File: src/cpsp_pkg.sv
package cpsp_pkg;

    // datapath widths
    localparam int ACC_W     = 44;
    localparam int MAG_W     = 33;
    localparam int GAIN_W    = 32;
    localparam int PROD_W    = MAG_W + GAIN_W;
    localparam int CFG_IDX_W = 3;

    // fixed thresholds of the controller
    localparam int WRAP_JUMP     = 6000;
    localparam int TOL_POSITION  = 1000;
    localparam int TOL_SPEED     = 20;
    localparam int CURRENT_LIMIT = 16384;
    localparam int SPEED_MAX     = 32767;

    typedef enum logic [1:0] {
        CMD_SPEED    = 2'd0,
        CMD_POSITION = 2'd1,
        CMD_CAPTURE  = 2'd2
    } cmd_t;

    typedef enum logic [CFG_IDX_W-1:0] {
        CFG_SPEED_KP     = 3'd0,
        CFG_SPEED_KI     = 3'd1,
        CFG_SPEED_KD     = 3'd2,
        CFG_POSITION_KP  = 3'd3,
        CFG_POSITION_KI  = 3'd4,
        CFG_POSITION_KD  = 3'd5,
        CFG_REVERSED     = 3'd6,
        CFG_DEGREE_SCALE = 3'd7
    } cfg_index_t;

    typedef struct packed {
        logic [1:0]         cmd;
        logic [12:0]        raw_angle;
        logic signed [15:0] raw_speed;
        logic signed [31:0] target_speed;
        logic signed [31:0] target_degrees;
    } in_item_t;

    typedef struct packed {
        logic signed [15:0] drive_current;
        logic               drive_valid;
        logic               at_target;
        logic signed [31:0] position;
        logic signed [15:0] speed;
    } out_item_t;

    // saturate a wide signed value to 32 bits
    function automatic logic signed [31:0] sat32(input logic signed [ACC_W-1:0] v);
        logic [ACC_W-32:0] upper;
        upper = v[ACC_W-1:31];
        if (upper == '0 || upper == '1)
        begin
            return v[31:0];
        end
        else if (v[ACC_W-1])
        begin
            return 32'sh8000_0000;
        end
        else
        begin
            return 32'sh7fff_ffff;
        end
    endfunction

endpackage

File: src/cascaded_position_speed_pid_unit.sv
// Cascaded position / speed PID controller for one geared motor.
// Input channel (in_valid, in_stall, in_item): one feedback sample plus a command per
// control tick; a transfer happens when in_valid is high and in_stall is low.
// Output channel (out_valid, out_stall, out_item): exactly one result per input item.
// Configuration: cfg_write with cfg_index and cfg_data writes one gain or mode register;
// write only while the block is idle.
// Sequencer steps from input transfer to out_valid; a new item is taken only after the
// previous one has been loaded into the output register:
//   speed mode     S_UNWRAP, S_POS, S_ERR, S_SUM, S_MUL_P, S_MUL_I, S_MUL_D, S_ACC, S_LOOP, S_DONE
//   position mode  as speed mode with S_GOAL_M, S_GOAL_A before S_ERR; S_ERR to S_LOOP run twice
//   capture/other  S_UNWRAP, S_POS, S_DONE
// A single shared 33x32 multiplier forms the PID products (six in position mode, three
// in speed mode) and the degree scaling one after another under a small sequencer.
// in_stall is low only while the sequencer waits for an item. The result sits in an
// output register; if out_stall holds the previous result there, the sequencer waits
// with the new one until that register frees up.
// Reset (rst_n low, asynchronous) loads the default tuning, zeroes turn count, home,
// integrators and settle counter, and empties the output register.
module cascaded_position_speed_pid_unit #(
    parameter int COUNTS_PER_TURN = 8191,
    parameter int SETTLE_TICKS    = 100
) (
    input  logic                                clk,
    input  logic                                rst_n,
    input  logic                                in_valid,
    output logic                                in_stall,
    input  cpsp_pkg::in_item_t                  in_item,
    output logic                                out_valid,
    input  logic                                out_stall,
    output cpsp_pkg::out_item_t                 out_item,
    input  logic                                cfg_write,
    input  logic [cpsp_pkg::CFG_IDX_W-1:0]      cfg_index,
    input  logic [31:0]                         cfg_data
);

    localparam int AW = cpsp_pkg::ACC_W;
    localparam int MW = cpsp_pkg::MAG_W;
    localparam int PW = cpsp_pkg::PROD_W;
    localparam int SETTLE_W = $clog2(SETTLE_TICKS + 2);
    localparam logic [SETTLE_W-1:0] SETTLE_LAST = SETTLE_W'(SETTLE_TICKS);
    localparam logic [SETTLE_W-1:0] SETTLE_CAP  = SETTLE_W'(SETTLE_TICKS + 1);
    localparam logic [31:0] TURN_STEP = 32'(COUNTS_PER_TURN);
    localparam logic signed [13:0] JUMP = 14'(cpsp_pkg::WRAP_JUMP);
    localparam logic signed [31:0] TOL_POS = 32'(cpsp_pkg::TOL_POSITION);
    localparam logic signed [15:0] TOL_SPD = 16'(cpsp_pkg::TOL_SPEED);
    localparam logic signed [AW-1:0] ACC_LIMIT = AW'(cpsp_pkg::CURRENT_LIMIT);
    localparam logic signed [15:0] CUR_LIMIT = 16'(cpsp_pkg::CURRENT_LIMIT);
    localparam logic signed [16:0] SPD_MAX = 17'(cpsp_pkg::SPEED_MAX);

    typedef enum logic [12:0] {
        S_IDLE   = 13'b0000000000001,
        S_UNWRAP = 13'b0000000000010,
        S_POS    = 13'b0000000000100,
        S_GOAL_M = 13'b0000000001000,
        S_GOAL_A = 13'b0000000010000,
        S_ERR    = 13'b0000000100000,
        S_SUM    = 13'b0000001000000,
        S_MUL_P  = 13'b0000010000000,
        S_MUL_I  = 13'b0000100000000,
        S_MUL_D  = 13'b0001000000000,
        S_ACC    = 13'b0010000000000,
        S_LOOP   = 13'b0100000000000,
        S_DONE   = 13'b1000000000000
    } state_t;

    state_t state_reg;

    // configuration
    logic [31:0] speed_kp_reg, speed_ki_reg, speed_kd_reg;
    logic [31:0] position_kp_reg, position_ki_reg, position_kd_reg;
    logic        reversed_reg;
    logic [31:0] degree_scale_reg;

    // controller state
    logic [12:0]          prev_angle_reg;
    logic [31:0]          turn_off_reg;
    logic [31:0]          home_reg;
    logic signed [31:0]   spd_sum_reg, spd_prev_reg;
    logic signed [31:0]   pos_sum_reg, pos_prev_reg;
    logic [SETTLE_W-1:0]  settle_reg;

    // per-item working registers
    cpsp_pkg::in_item_t   in_reg;
    logic signed [15:0]   spd_reg;
    logic [31:0]          posu_reg;
    logic signed [31:0]   setpoint_reg;
    logic signed [31:0]   err_reg;
    logic signed [32:0]   diff_reg;
    logic                 outer_reg;
    logic [PW-1:0]        prod_reg;
    logic                 neg_reg;
    logic signed [AW-1:0] acc_reg;
    logic signed [15:0]   cur_reg;
    logic                 drive_valid_reg;
    logic                 settled_reg;

    logic                 out_valid_reg;
    cpsp_pkg::out_item_t  out_reg;

    // datapath signals
    logic signed [13:0]   angle_diff;
    logic [31:0]          turn_off_next;
    logic signed [16:0]   spd_wide;
    logic signed [15:0]   spd_next;
    logic [31:0]          absang;
    logic [31:0]          rel_pos;
    logic [31:0]          posu_next;
    logic signed [AW-1:0] meas;
    logic signed [31:0]   err_next;
    logic signed [31:0]   sum_sel, prev_sel;
    logic signed [31:0]   sum_next;
    logic signed [32:0]   diff_next;
    logic                 settle_cond;
    logic [SETTLE_W-1:0]  settle_next;
    logic signed [32:0]   op;
    logic [31:0]          gain;
    logic                 op_neg;
    logic [MW-1:0]        op_mag;
    logic [PW-1:0]        prod_next;
    logic [40:0]          term;
    logic signed [AW-1:0] acc_add;
    logic [32:0]          t32;
    logic signed [31:0]   goal_next;
    logic signed [AW-1:0] u_wide;
    logic signed [15:0]   cur_next;
    logic                 accept;
    logic                 out_load;

    assign accept   = in_valid && (state_reg == S_IDLE);
    assign out_load = (state_reg == S_DONE) && (!out_valid_reg || !out_stall);

    always_comb
    begin
        // angle unwrap: big jumps are turn wraps
        angle_diff = $signed({1'b0, in_reg.raw_angle}) - $signed({1'b0, prev_angle_reg});
        if (angle_diff < -JUMP)
        begin
            turn_off_next = turn_off_reg + TURN_STEP;
        end
        else if (angle_diff > JUMP)
        begin
            turn_off_next = turn_off_reg - TURN_STEP;
        end
        else
        begin
            turn_off_next = turn_off_reg;
        end

        spd_wide = reversed_reg ? -17'(in_reg.raw_speed) : 17'(in_reg.raw_speed);
        spd_next = (spd_wide > SPD_MAX) ? 16'sh7fff : spd_wide[15:0];

        absang    = {19'b0, in_reg.raw_angle} + turn_off_reg;
        rel_pos   = (in_reg.cmd == cpsp_pkg::CMD_CAPTURE) ? 32'd0 : absang - home_reg;
        posu_next = reversed_reg ? 32'd0 - rel_pos : rel_pos;

        // loop error and integrator
        meas     = outer_reg ? AW'($signed(posu_reg)) : AW'(spd_reg);
        err_next = cpsp_pkg::sat32(AW'(setpoint_reg) - meas);
        sum_sel  = outer_reg ? pos_sum_reg : spd_sum_reg;
        prev_sel = outer_reg ? pos_prev_reg : spd_prev_reg;
        sum_next = cpsp_pkg::sat32(AW'(sum_sel) + AW'(err_reg));
        diff_next = 33'(err_reg) - 33'(prev_sel);

        settle_cond = (err_reg > -TOL_POS) && (err_reg < TOL_POS)
                   && (spd_reg > -TOL_SPD) && (spd_reg < TOL_SPD);
        if (!settle_cond)
        begin
            settle_next = '0;
        end
        else if (settle_reg <= SETTLE_LAST)
        begin
            settle_next = settle_reg + 1'b1;
        end
        else
        begin
            settle_next = settle_reg;
        end

        // shared multiplier operand select
        unique case (state_reg)
            S_GOAL_M:
            begin
                op   = 33'(in_reg.target_degrees);
                gain = degree_scale_reg;
            end
            S_MUL_P:
            begin
                op   = 33'(err_reg);
                gain = outer_reg ? position_kp_reg : speed_kp_reg;
            end
            S_MUL_I:
            begin
                op   = 33'(sum_sel);
                gain = outer_reg ? position_ki_reg : speed_ki_reg;
            end
            default:
            begin
                op   = diff_reg;
                gain = outer_reg ? position_kd_reg : speed_kd_reg;
            end
        endcase
        op_neg    = op[32];
        op_mag    = op_neg ? unsigned'(-op) : unsigned'(op);
        prod_next = PW'(op_mag) * PW'(gain);

        // Q8.24 product truncated toward zero: shift the magnitude, then apply sign
        term    = prod_reg[PW-1:24];
        acc_add = neg_reg ? acc_reg - $signed(AW'(term)) : acc_reg + $signed(AW'(term));

        t32       = prod_reg[PW-1:32];
        goal_next = cpsp_pkg::sat32(neg_reg ? -$signed(AW'(t32)) : $signed(AW'(t32)));

        u_wide = reversed_reg ? -acc_reg : acc_reg;
        if (u_wide > ACC_LIMIT)
        begin
            cur_next = CUR_LIMIT;
        end
        else if (u_wide < -ACC_LIMIT)
        begin
            cur_next = -CUR_LIMIT;
        end
        else
        begin
            cur_next = u_wide[15:0];
        end
    end

    // configuration registers
    always_ff @(posedge clk or negedge rst_n)
    begin
        if (!rst_n)
        begin
            speed_kp_reg     <= 32'd83886080;
            speed_ki_reg     <= 32'd838861;
            speed_kd_reg     <= 32'd134217728;
            position_kp_reg  <= 32'd1006633;
            position_ki_reg  <= 32'd0;
            position_kd_reg  <= 32'd134218;
            reversed_reg     <= 1'b0;
            degree_scale_reg <= 32'd28555064;
        end
        else if (cfg_write)
        begin
            unique case (cpsp_pkg::cfg_index_t'(cfg_index))
                cpsp_pkg::CFG_SPEED_KP:     speed_kp_reg     <= cfg_data;
                cpsp_pkg::CFG_SPEED_KI:     speed_ki_reg     <= cfg_data;
                cpsp_pkg::CFG_SPEED_KD:     speed_kd_reg     <= cfg_data;
                cpsp_pkg::CFG_POSITION_KP:  position_kp_reg  <= cfg_data;
                cpsp_pkg::CFG_POSITION_KI:  position_ki_reg  <= cfg_data;
                cpsp_pkg::CFG_POSITION_KD:  position_kd_reg  <= cfg_data;
                cpsp_pkg::CFG_REVERSED:     reversed_reg     <= cfg_data[0];
                cpsp_pkg::CFG_DEGREE_SCALE: degree_scale_reg <= cfg_data;
                default:                    reversed_reg     <= reversed_reg;
            endcase
        end
    end

    // sequencer and controller state
    always_ff @(posedge clk or negedge rst_n)
    begin
        if (!rst_n)
        begin
            state_reg      <= S_IDLE;
            out_valid_reg  <= 1'b0;
            prev_angle_reg <= '0;
            turn_off_reg   <= '0;
            home_reg       <= '0;
            spd_sum_reg    <= '0;
            spd_prev_reg   <= '0;
            pos_sum_reg    <= '0;
            pos_prev_reg   <= '0;
            settle_reg     <= '0;
            outer_reg      <= 1'b0;
        end
        else
        begin
            if (out_valid_reg && !out_stall)
            begin
                out_valid_reg <= 1'b0;
            end
            if (out_load)
            begin
                out_valid_reg <= 1'b1;
            end

            unique case (state_reg)
                S_IDLE:
                begin
                    if (accept)
                    begin
                        state_reg <= S_UNWRAP;
                    end
                end
                S_UNWRAP:
                begin
                    prev_angle_reg <= in_reg.raw_angle;
                    turn_off_reg   <= turn_off_next;
                    state_reg      <= S_POS;
                end
                S_POS:
                begin
                    if (in_reg.cmd == cpsp_pkg::CMD_CAPTURE)
                    begin
                        home_reg <= absang;
                    end
                    unique case (in_reg.cmd)
                        cpsp_pkg::CMD_SPEED:
                        begin
                            outer_reg <= 1'b0;
                            state_reg <= S_ERR;
                        end
                        cpsp_pkg::CMD_POSITION:
                        begin
                            outer_reg <= 1'b1;
                            state_reg <= S_GOAL_M;
                        end
                        default:
                        begin
                            state_reg <= S_DONE;
                        end
                    endcase
                end
                S_GOAL_M: state_reg <= S_GOAL_A;
                S_GOAL_A: state_reg <= S_ERR;
                S_ERR:    state_reg <= S_SUM;
                S_SUM:
                begin
                    if (outer_reg)
                    begin
                        pos_sum_reg  <= sum_next;
                        pos_prev_reg <= err_reg;
                        settle_reg   <= settle_next;
                    end
                    else
                    begin
                        spd_sum_reg  <= sum_next;
                        spd_prev_reg <= err_reg;
                    end
                    state_reg <= S_MUL_P;
                end
                S_MUL_P: state_reg <= S_MUL_I;
                S_MUL_I: state_reg <= S_MUL_D;
                S_MUL_D: state_reg <= S_ACC;
                S_ACC:   state_reg <= S_LOOP;
                S_LOOP:
                begin
                    // outer loop output becomes the inner setpoint
                    if (outer_reg)
                    begin
                        outer_reg <= 1'b0;
                        state_reg <= S_ERR;
                    end
                    else
                    begin
                        state_reg <= S_DONE;
                    end
                end
                S_DONE:
                begin
                    if (out_load)
                    begin
                        state_reg <= S_IDLE;
                    end
                end
                default: state_reg <= S_IDLE;
            endcase
        end
    end

    // working registers
    always_ff @(posedge clk)
    begin
        unique case (state_reg)
            S_IDLE:
            begin
                if (accept)
                begin
                    in_reg          <= in_item;
                    cur_reg         <= '0;
                    drive_valid_reg <= 1'b0;
                    settled_reg     <= 1'b0;
                end
            end
            S_UNWRAP: spd_reg  <= spd_next;
            S_POS:
            begin
                posu_reg     <= posu_next;
                setpoint_reg <= in_reg.target_speed;
            end
            S_GOAL_M:
            begin
                prod_reg <= prod_next;
                neg_reg  <= op_neg;
            end
            S_GOAL_A: setpoint_reg <= goal_next;
            S_ERR:    err_reg      <= err_next;
            S_SUM:
            begin
                diff_reg <= diff_next;
                acc_reg  <= '0;
                if (outer_reg)
                begin
                    settled_reg <= (settle_next > SETTLE_LAST);
                end
            end
            S_MUL_P:
            begin
                prod_reg <= prod_next;
                neg_reg  <= op_neg;
            end
            S_MUL_I, S_MUL_D:
            begin
                acc_reg  <= acc_add;
                prod_reg <= prod_next;
                neg_reg  <= op_neg;
            end
            S_ACC: acc_reg <= acc_add;
            S_LOOP:
            begin
                if (outer_reg)
                begin
                    setpoint_reg <= cpsp_pkg::sat32(acc_reg);
                end
                else
                begin
                    cur_reg         <= cur_next;
                    drive_valid_reg <= 1'b1;
                end
            end
            S_DONE:
            begin
                if (out_load)
                begin
                    out_reg.drive_current <= cur_reg;
                    out_reg.drive_valid   <= drive_valid_reg;
                    out_reg.at_target     <= settled_reg;
                    out_reg.position      <= $signed(posu_reg);
                    out_reg.speed         <= spd_reg;
                end
            end
            default: acc_reg <= acc_reg;
        endcase
    end

    assign in_stall  = (state_reg != S_IDLE);
    assign out_valid = out_valid_reg;
    assign out_item  = out_reg;

    // current command stays inside the drive limit
    assert property (@(posedge clk) disable iff (!rst_n)
        out_valid |-> (out_item.drive_current <= CUR_LIMIT
                       && out_item.drive_current >= -CUR_LIMIT))
        else $error("drive current outside limit");

    // settled is only reported together with a current command
    assert property (@(posedge clk) disable iff (!rst_n)
        (out_valid && out_item.at_target) |-> out_item.drive_valid)
        else $error("at_target without drive_valid");

    // no command means zero current
    assert property (@(posedge clk) disable iff (!rst_n)
        (out_valid && !out_item.drive_valid) |-> (out_item.drive_current == 16'sd0))
        else $error("nonzero current without drive_valid");

    // settle counter saturates one past the threshold
    assert property (@(posedge clk) disable iff (!rst_n)
        (settle_reg <= SETTLE_LAST || settle_reg == SETTLE_CAP))
        else $error("settle counter overrun");

endmodule
File: config.mk
export PLATFORM = sky130hd
export DESIGN_NAME = cascaded_position_speed_pid_unit
export DESIGN_NICKNAME = d
export VERILOG_FILES = /design/src/cpsp_pkg.sv /design/src/cascaded_position_speed_pid_unit.sv
export SDC_FILE = /design/constraint.sdc
export NUM_CORES = 2
export LEC_CHECK = 0
export CORE_ASPECT_RATIO = 0.5
export CORE_MARGIN = 2
export CORE_UTILIZATION = 32
export DETAILED_ROUTE_END_ITERATION = 16
export DONT_BUFFER_PORTS = 1
export GPL_ROUTABILITY_DRIVEN = 0
export PLACE_DENSITY = 0.46
export SYNTH_ARGS = -nofsm -noshare
export SYNTH_HDL_FRONTEND = slang
export SYNTH_SLANG_ARGS = --single-unit
export TNS_END_PERCENT = 5
File: constraint.sdc
create_clock -name clk -period 17.1 [get_ports clk]
set_clock_uncertainty 0.1 [all_clocks]
set_input_delay 2.565 -clock clk [delete_from_list [all_inputs] [get_ports clk]]
set_output_delay 2.565 -clock clk [all_outputs]
set_load 0.01 [all_outputs]
==> key figures <==
Synth
  • Syn_nets: 10188
  • Post-Syn Area: 0.0831 sq mm
  • Area leader, netlist: fa_1
  • Post-synthesis cell count: 8625
  • Post-synth top cells: 1094 x inv_1, 988 x nor2_1, 938 x nand2_1
  • Mapped Avg Cell Area: 9.63 sq um
  • Synth warnings: 0
  • Ys flop type: edfxtp_1
  • Async SR Flop Fraction: 0.524
  • Sequential fraction of the synthesis area: 0.285
  • Number of synthesized register bits: 862
  • Number of synthesized flops with an enable pin: 410
  • Post-synth top area share: 0.225
  • Area contributors post-synth: fa_1 22%, edfxtp_1 15%, dfrtp_1 12%, ha_1 7.5%, inv_1 4.9%
  • Most numerous cell in the Yosys netlist: inv_1
  • Post-synth cell types: 89

Cells and area
  • Final nets: 10079
  • P&R area growth vs syn: 10.0%
  • # fillers: 26513
  • Max FFs per register: 95
  • Fraction of final layout cells sized beyond drive strength 1: 0.100

Detailed routing
  • 1st-pass router iterations: 7
  • ANT nets after route: 0
  • DRT iter0 DRCs: 5249
  • Drt total wl: 281000 um
  • Routed length per instance: 23.2 um
  • DRC: 0
  • Vias per Instance: 5.15
  • Routed vias: 62260

GRT
  • Vias in the first global route: 63592
  • Gr usage total: 0.212
  • Overflow after GRT: 0
  • Initial antenna violation count: 24
  • Largest net degree at the start of global routing: 453
  • First-pass GRT wire length: 421000 um

Timing
  • Tmin final: 13700 ps
  • Fin. max-slew vios: 0
  • RSZ-0062 raised after global routing: no
  • Final hold viol count: 0
  • Least-Margin Pin Slew: 1360 ps
  • Final setup viols: 0
  • Relative slew margins: 0.0935
  • Fin crit share: 0.801
  • Setup ws final: 3400 ps
  • Fmax: 0.0730 GHz
  • Final TNS setup: 0 ps

Floorplan
  • # IOs: 203
  • Effective utilization at floorplan: 0.321
  • Core area: 0.259 sq mm
  • Die span in x: 725 um
  • Core Rows: 132
  • Die height: 364 um
  • Full die area: 0.264 sq mm

Clock network
  • CTS Buffer Depth: 3
  • Cts bufs inserted: 96
  • Post-CTS Setup Bufs: 0
  • Clock transition at path regs: 70 ps
  • Clock sink count: 862
  • Hold Buf Count CTS: 0
  • CTS tree: built
  • Worst-skew pair later-pin latency: 720 ps
  • Clock root cell: clkbuf_16
  • Post-cts sizing count: 0
  • H-Tree Depth: 3

Place
  • DP Worst Slack: 3490 ps
  • DPL Wire Length: 212000 um
  • IO Port Bufs: 0

Critical path
  • Most common cell on crit path: fa_1
  • Critical path class: register to register
  • Startpoint Class: register
  • Critical-path maximum fanout: 27
  • Slowest Stage Delay on Critical Path: 740 ps
  • CP Data Required Time: 17580 ps
  • CP Capture Type: register
  • Crit-path slowest cell: or4_1
  • Critical path data arrival time: 14180 ps

Flow run
  • Maxcap violations: 0

Hold path
  • Hold WC Path Type: register to register

Outcome
  • Status: finished clean
==> kinds of logic (layout without fill, tap and decap cells) <==
kind of cell | after synthesis | after routing | share of synthesized area
flops | 862 | 862 | 0.285
buf+inv | 1490 | 1463 | 0.0677
mux | 461 | 461 | 0.0604
compound gates | 1327 | 1327 | 0.102
xor+xnor | 435 | 435 | 0.0463
simple gates | 2616 | 2616 | 0.139
other cells | 0 | 5 | 0
fa+ha+maj | 1434 | 1434 | 0.300
==> layout make-up <==
cell class / instances / area, sq um / share of cell area
timing repair buffer: 186 / 1450 / 0.0158
tap: 3484 / 4360 / 0.0477
antenna: 5 / 12.5 / 0.000137
clock buffer: 125 / 2730 / 0.0298
sequential: 862 / 23700 / 0.259
clock inverter: 55 / 623 / 0.00682
multi-input combinational: 6273 / 54400 / 0.596
inverter: 1097 / 4120 / 0.0450
==> final timing paths <==
path                                   start          endpoint  slack (ps)  depth (start not counted)
worst max-delay path            state_reg[6]      prod_reg[62]        3400                         39
worst min-delay path             cur_reg[10]      out_item[60]         320                          0
worst max register to register  state_reg[6]      prod_reg[62]        3400                         39
worst min register to register   cur_reg[10]      out_item[60]         320                          0
max in group asynchronous              rst_n  speed_kp_reg[31]       13250                          2
min in group asynchronous              rst_n   turn_off_reg[0]        1470                          0
==> layout by cell type (no fill, tap or decap), drive strengths merged, types with 44 or more instances in the layout <==
master,instances
inv,1104
nor2,988
nand2,938
fa,933
ha,495
edfxtp,410
dfrtp,405
a21oi,373
mux2,323
o21ai,315
xnor2,279
buf,186
xor2,156
mux2i,138
a21o,137
clkbuf,125
nand2b,104
nor3,94
nand3,79
or3,70
o21a,56
nand4,55
o211ai,49
dfstp,47
o21bai,45
nor2b,44
or2,44
==> layer usage <==
layer | vias to the layer above | GRT usage | share of wire
li1 | 28382 | - | -
met2 | 1807 | 0.340 | 0.45
met4 | 28 | 0.0581 | 0.029
met3 | 385 | 0.0396 | 0.068
met5 | - | 0 | 0.00057
met1 | 31658 | 0.292 | 0.45
==> stage by stage <==
step | cell area, sq um | util | std cells | hold slack, ps
after global placement | 88000 | 0.340 | 11900 | 305
final | 91400 | 0.353 | 12087 | 319
after CTS | 91400 | 0.353 | 12080 | 319
after detailed placement | 88000 | 0.340 | 11900 | 305
after floorplan | 83100 | - | 8625 | 300
after global routing | 91400 | 0.353 | 12084 | 327
==> critical path: cells and delay by family, from the launching register on <==
family,cells,cell delay [ps]
DFF,1,460
AOI/OAI and AO/OA,10,3910
buffers and inverters,6,800
and+or+nand+nor,13,3680
adders and majority gates,9,4410
xor gates and xnor gates,1,180
Power is left out: the tool's default activity adds up to more than one toggle a clock period on the data nets, which glitch-free logic cannot reach.
